File: src/hw/rtl/ssa_pkg.sv
`timescale 1ns / 1ps
package ssa_pkg;

	// Configuration register widths and word indexes
	localparam int THRESH_W = 31;
	localparam int LEN_W    = 17;
	localparam int STATUS_W = 3;

	localparam logic REG_THRESH = 1'b0;
	localparam logic REG_LEN    = 1'b1;

	// Result status codes
	localparam logic [STATUS_W-1:0] ST_INSERTED = 3'd0;
	localparam logic [STATUS_W-1:0] ST_ACCUM    = 3'd1;
	localparam logic [STATUS_W-1:0] ST_IGNORED  = 3'd2;
	localparam logic [STATUS_W-1:0] ST_CANCEL   = 3'd3;
	localparam logic [STATUS_W-1:0] ST_FULL     = 3'd4;

	// Row operations broadcast to every cell
	localparam logic [1:0] OP_NONE   = 2'd0;
	localparam logic [1:0] OP_INSERT = 2'd1;
	localparam logic [1:0] OP_CANCEL = 2'd2;
	localparam logic [1:0] OP_ACCUM  = 2'd3;

	typedef struct packed {
		logic       capture;
		logic [1:0] op;
	} ssa_ctrl_t;

endpackage

File: src/hw/rtl/ssa_cell.sv
`timescale 1ns / 1ps
module ssa_cell import ssa_pkg::*; #(
	parameter int INDEX_BITS = 16,
	parameter int VALUE_BITS = 32
) (
	input  logic                  clk,
	input  logic                  arst_n,
	input  ssa_ctrl_t             ctrl,
	input  logic [INDEX_BITS-1:0] key,
	input  logic [VALUE_BITS-1:0] addend,
	input  logic                  occupied,
	input  logic                  left_ge,
	input  logic [INDEX_BITS-1:0] left_index,
	input  logic [VALUE_BITS-1:0] left_value,
	input  logic [INDEX_BITS-1:0] right_index,
	input  logic [VALUE_BITS-1:0] right_value,
	output logic [INDEX_BITS-1:0] index_q,
	output logic [VALUE_BITS-1:0] value_q,
	output logic                  ge,
	output logic                  pos,
	output logic                  hit,
	output logic [VALUE_BITS-1:0] sum
);

	logic                  ge_q;
	logic                  eq_q;
	logic [VALUE_BITS-1:0] sum_q;
	logic [VALUE_BITS:0]   raw_sum;
	logic [VALUE_BITS-1:0] sat_sum;

	// Saturating add of the broadcast value onto the held value
	always_comb begin
		raw_sum = {value_q[VALUE_BITS-1], value_q} + {addend[VALUE_BITS-1], addend};
		if (raw_sum[VALUE_BITS] != raw_sum[VALUE_BITS-1]) begin
			sat_sum = {raw_sum[VALUE_BITS], {(VALUE_BITS-1){~raw_sum[VALUE_BITS]}}};
		end else begin
			sat_sum = raw_sum[VALUE_BITS-1:0];
		end
	end

	// Capture compare flags against the broadcast key
	always_ff @(posedge clk or negedge arst_n) begin
		if (!arst_n) begin
			ge_q <= 1'b0;
			eq_q <= 1'b0;
		end else if (ctrl.capture) begin
			ge_q <= !(occupied && (index_q < key));
			eq_q <= occupied && (index_q == key);
		end
	end

	always_ff @(posedge clk) begin
		if (ctrl.capture) begin
			sum_q <= sat_sum;
		end
	end

	// Insert shifts up from the left, cancel shifts down from the right, accumulate writes the sum into the hit cell
	always_ff @(posedge clk) begin
		case (ctrl.op)
			OP_INSERT: begin
				if (ge_q && !left_ge) begin
					index_q <= key;
					value_q <= addend;
				end else if (ge_q) begin
					index_q <= left_index;
					value_q <= left_value;
				end
			end
			OP_CANCEL: begin
				if (ge_q) begin
					index_q <= right_index;
					value_q <= right_value;
				end
			end
			OP_ACCUM: begin
				if (eq_q) begin
					value_q <= sum_q;
				end
			end
			default: begin
			end
		endcase
	end

	assign ge  = ge_q;
	assign pos = ge_q && !left_ge;
	assign hit = eq_q;
	assign sum = sum_q;

endmodule

File: config.mk
export PLATFORM = sky130hd
export DESIGN_NAME = ssa_cell
export DESIGN_NICKNAME = d
export VERILOG_FILES = /design/src/hw/rtl/ssa_pkg.sv /design/src/hw/rtl/ssa_cell.sv
export SDC_FILE = /design/constraint.sdc
export NUM_CORES = 1
export LEC_CHECK = 0
export ABC_AREA = 1
export BUFFER_PORTS_ARGS = -buffer_cell sky130_fd_sc_hd__buf_2
export CELL_PAD_IN_SITES_DETAIL_PLACEMENT = 0
export CELL_PAD_IN_SITES_GLOBAL_PLACEMENT = 1
export CORE_AREA = 2 2 139 141
export CTS_CLUSTER_DIAMETER = 30
export DETAILED_ROUTE_END_ITERATION = 16
export DIE_AREA = 0 0 141 143
export PLACE_DENSITY_LB_ADDON = 0.1
export SLEW_MARGIN = 10
export SYNTH_ARGS = -nofsm -noshare
export SYNTH_HDL_FRONTEND = slang
export SYNTH_SLANG_ARGS = --single-unit
File: constraint.sdc
create_clock -name clk -period 3.19 [get_ports clk]
set_input_delay 0.1595 -clock clk [delete_from_list [all_inputs] [get_ports clk]]
set_output_delay 0.1595 -clock clk [all_outputs]
set_load 0.05 [all_outputs]
==> results.yml <==
floorplanning:
  ios: 234
  start_util_pct: 35.80
  core_area_um2: 18580
  die_x_um: 141
  dieArea_um2: 20160
  row_count: 50
  die_y_um: 143
finish:
  drive_gt1_share_pct: 26.33
  postLayoutCellArea_um2: 8352
  fillerInstances: 2009
  syn2layout_area_growth_pct: 25.56
  area.sequential_um2: 2452
  final_common_cell: "nand2_1"
  multi_input_area_um2: 3734
  nets: 1319
  final_cell_mix: "287 x nand2_1, 233 x buf_2, 100 x nor2_1"
critical_path:
  worstSetupStartpointType: "register"
  reg2reg_depth: 15
  critPathKind: "reg -> reg"
  cp-end-kind: "register"
  slowest_delay_ps: 390
  cpMaxStageDelayCell: "fa_1"
  crit_chain: "ha_1 -> inv_1 -> fa_1 -> inv_1 -> nand3_1 -> nand2_2 -> nand2_1 -> nand2_2 -> nand2_1 -> nand2_2 -> nand2_2 -> nand3_1 -> nand2_4 -> nand2_4 -> nand2_1"
  cp_num_cells: 15
  path_buf_inv: 2
  worstPathMaxFanout: 31
  worstPathRequired_ps: 3260
  path_common_cell: "nand2_2"
  crit_arrival_ps: 2740
  crit_family: "simple AND/OR/NAND/NOR gates"
clock_network:
  clock-sinks: 82
  cts-root-buf: "clkbuf_16"
  htreeDepth: 3
  cts_resized: 0
  clock_path_buffers: 2
  cts_tree: "yes"
  clk_pin_slew_ps: 70
  clkLatencyLatePin_ps: 350
  cts_buffers: 9
yosys:
  synth_warnings: 0
  synth.avg_cell_area_um2: 7.423
  syn-num-nets: 1096
  synth_seq_cells: 82
  syn-cell-area_um2: 6651
  yosysUniqueCellTypes: 36
  ys_seq_area_share_pct: 36.87
  synth_cells: 896
hold_path:
  worstHoldPathCells: 3
  min_path_type: "in -> reg"
timing:
  worst_slack_ps: 526.0
  setup_viol: 0
  tns_ps: 0
  tightest_slew_ps: 1073
  slew_headroom_pct: 28.26
  fin_crit_ps: 2664
  hold_violations: 0
  rsz0062_at_grt: "false"
  timing.fmax_ghz: 0.3754
  slew_violations: 0
  finClkSkew_ps: 6.522
  fin_crit_sh_pct: 83.51
grt:
  grt_max_degree: 51
  grt-ovfl-total: 0
  grt_usage_pct: 22.45
  antenna_found_initial: 2
  grt_pass1_wl_um: 35050
  grt_pass1_vias: 6603
job:
  max_cap_viol_count: 0
placement:
  pre_cts_ws_ps: 546.2
  hpwlAfterDp_um: 17520
  portBuffers: 233
  gp_congestion: 0.8777
  placed_area_um2: 8059
detailed_routing:
  drt_iter0_markers: 298
  ant_nets: 0
  via_per_inst: 4.922
  wl_um: 22850
  vias: 6694
  drcViolationCount: 0
  wire_per_inst_um: 16.80
  dr.pass1.iters: 5
power:
  power_leakage_nw: 4.159
  irDropWorstVdd_uv: 313.6
  power_density_nw_per_um2: 615.3
  total_power_w: 0.005139
outcome:
  status: "completed"
==> cell usage after synthesis, drive strengths merged <==
| cell type | instances | share of area [%] |
|---|---|---|
| clkbuf | 23 | 1.3 |
| fa | 1 | 0.30 |
| dfrtp | 2 | 0.75 |
| nor3 | 1 | 0.075 |
| xor2 | 16 | 2.1 |
| nand3 | 51 | 4.0 |
| nand4 | 4 | 0.38 |
| nand2 | 303 | 18 |
| a21o | 1 | 0.11 |
| nor4 | 2 | 0.19 |
| o21bai | 9 | 1.0 |
| or2 | 1 | 0.094 |
| a31oi | 16 | 1.5 |
| nand3b | 9 | 1.0 |
| a221oi | 1 | 0.13 |
| o211ai | 32 | 3.6 |
| and2 | 1 | 0.094 |
| clkinv | 1 | 0.056 |
| xnor2 | 4 | 0.53 |
| buf | 8 | 1.0 |
| inv | 88 | 5.0 |
| o21ai | 50 | 4.3 |
| nor2 | 103 | 6.2 |
| ha | 48 | 9.0 |
| a21oi | 41 | 3.3 |
| edfxtp | 80 | 36 |
==> through the flow <==
step	util, %	hold WS (ps)	cells
final	44.95	109.3	1360
after global routing	44.94	129.9	1359
after CTS	44.92	103.1	1358
after detailed placement	43.37	-47.19	1341
after global placement	43.37	-54.17	1341
after floorplan	-	-136.1	896
==> worst paths after layout <==
| path | startpoint | endpoint | slack, ps |
|---|---|---|---|
| min | occupied | hit | 110 |
| min reg2reg | sum[1] | value_q[1] | 570 |
| min in group asynchronous | arst_n | hit | 180 |
| max reg2reg | value_q[0] | sum[23] | 530 |
| max | value_q[0] | sum[23] | 530 |
| max in group asynchronous | arst_n | ge | 2910 |
==> cells by family (layout without fill, tap and decap cells) <==
family	after synthesis	count (layout)	share of synthesized area [%]
xor+xnor	20	20	2.633
buf+inv	120	348	7.336
compound gates	150	150	13.90
other cells	0	2	0
flops	82	82	36.87
fa+ha+maj	49	49	9.330
simple gates	475	475	29.93
==> power by group <==
part / switching [W] / leakage, nW / internal [W]
clock network: 0.000489 / 0.131 / 0.000539
logic: 0.00180 / 3.22 / 0.000692
registers: 0.000123 / 0.804 / 0.00150
total: 0.00241 / 4.16 / 0.00273
==> flip-flops by register name (all words and copies together) (netlist names) <==
signal	count
hit	1
value_q	32
sum	32
ge	1
index_q	16
==> worst min-delay path, cell delays in order <==
cell     delay, ps
buf_2           90
nand4_1         80
o21ai_0         80
==> cell type report <==
cell class	count	share of cell area, %
well taps	234	3.506
repair buffers	243	15.04
inverters	89	4.000
clock buffers	10	2.742
multi-input cells	694	44.70
clock inverters	6	0.5843
flip-flops and latches	82	29.36
diodes	2	0.05993
==> metal layers <==
metal,share of wire (%),up-vias,global-route usage (%)
met5,0,-,0
met4,1.7,0,6.684
met3,5.6,30,3.890
met2,47,192,37.77
met1,46,3021,29.71
li1,-,3451,-
==> repair_timing <==
item | CTS | global route
hold endpoints to repair | 2 | 0
setup buffers | 0 | 0
hold buffers | 1 | 0
Note: power is estimated with default switching activity, not from simulation.
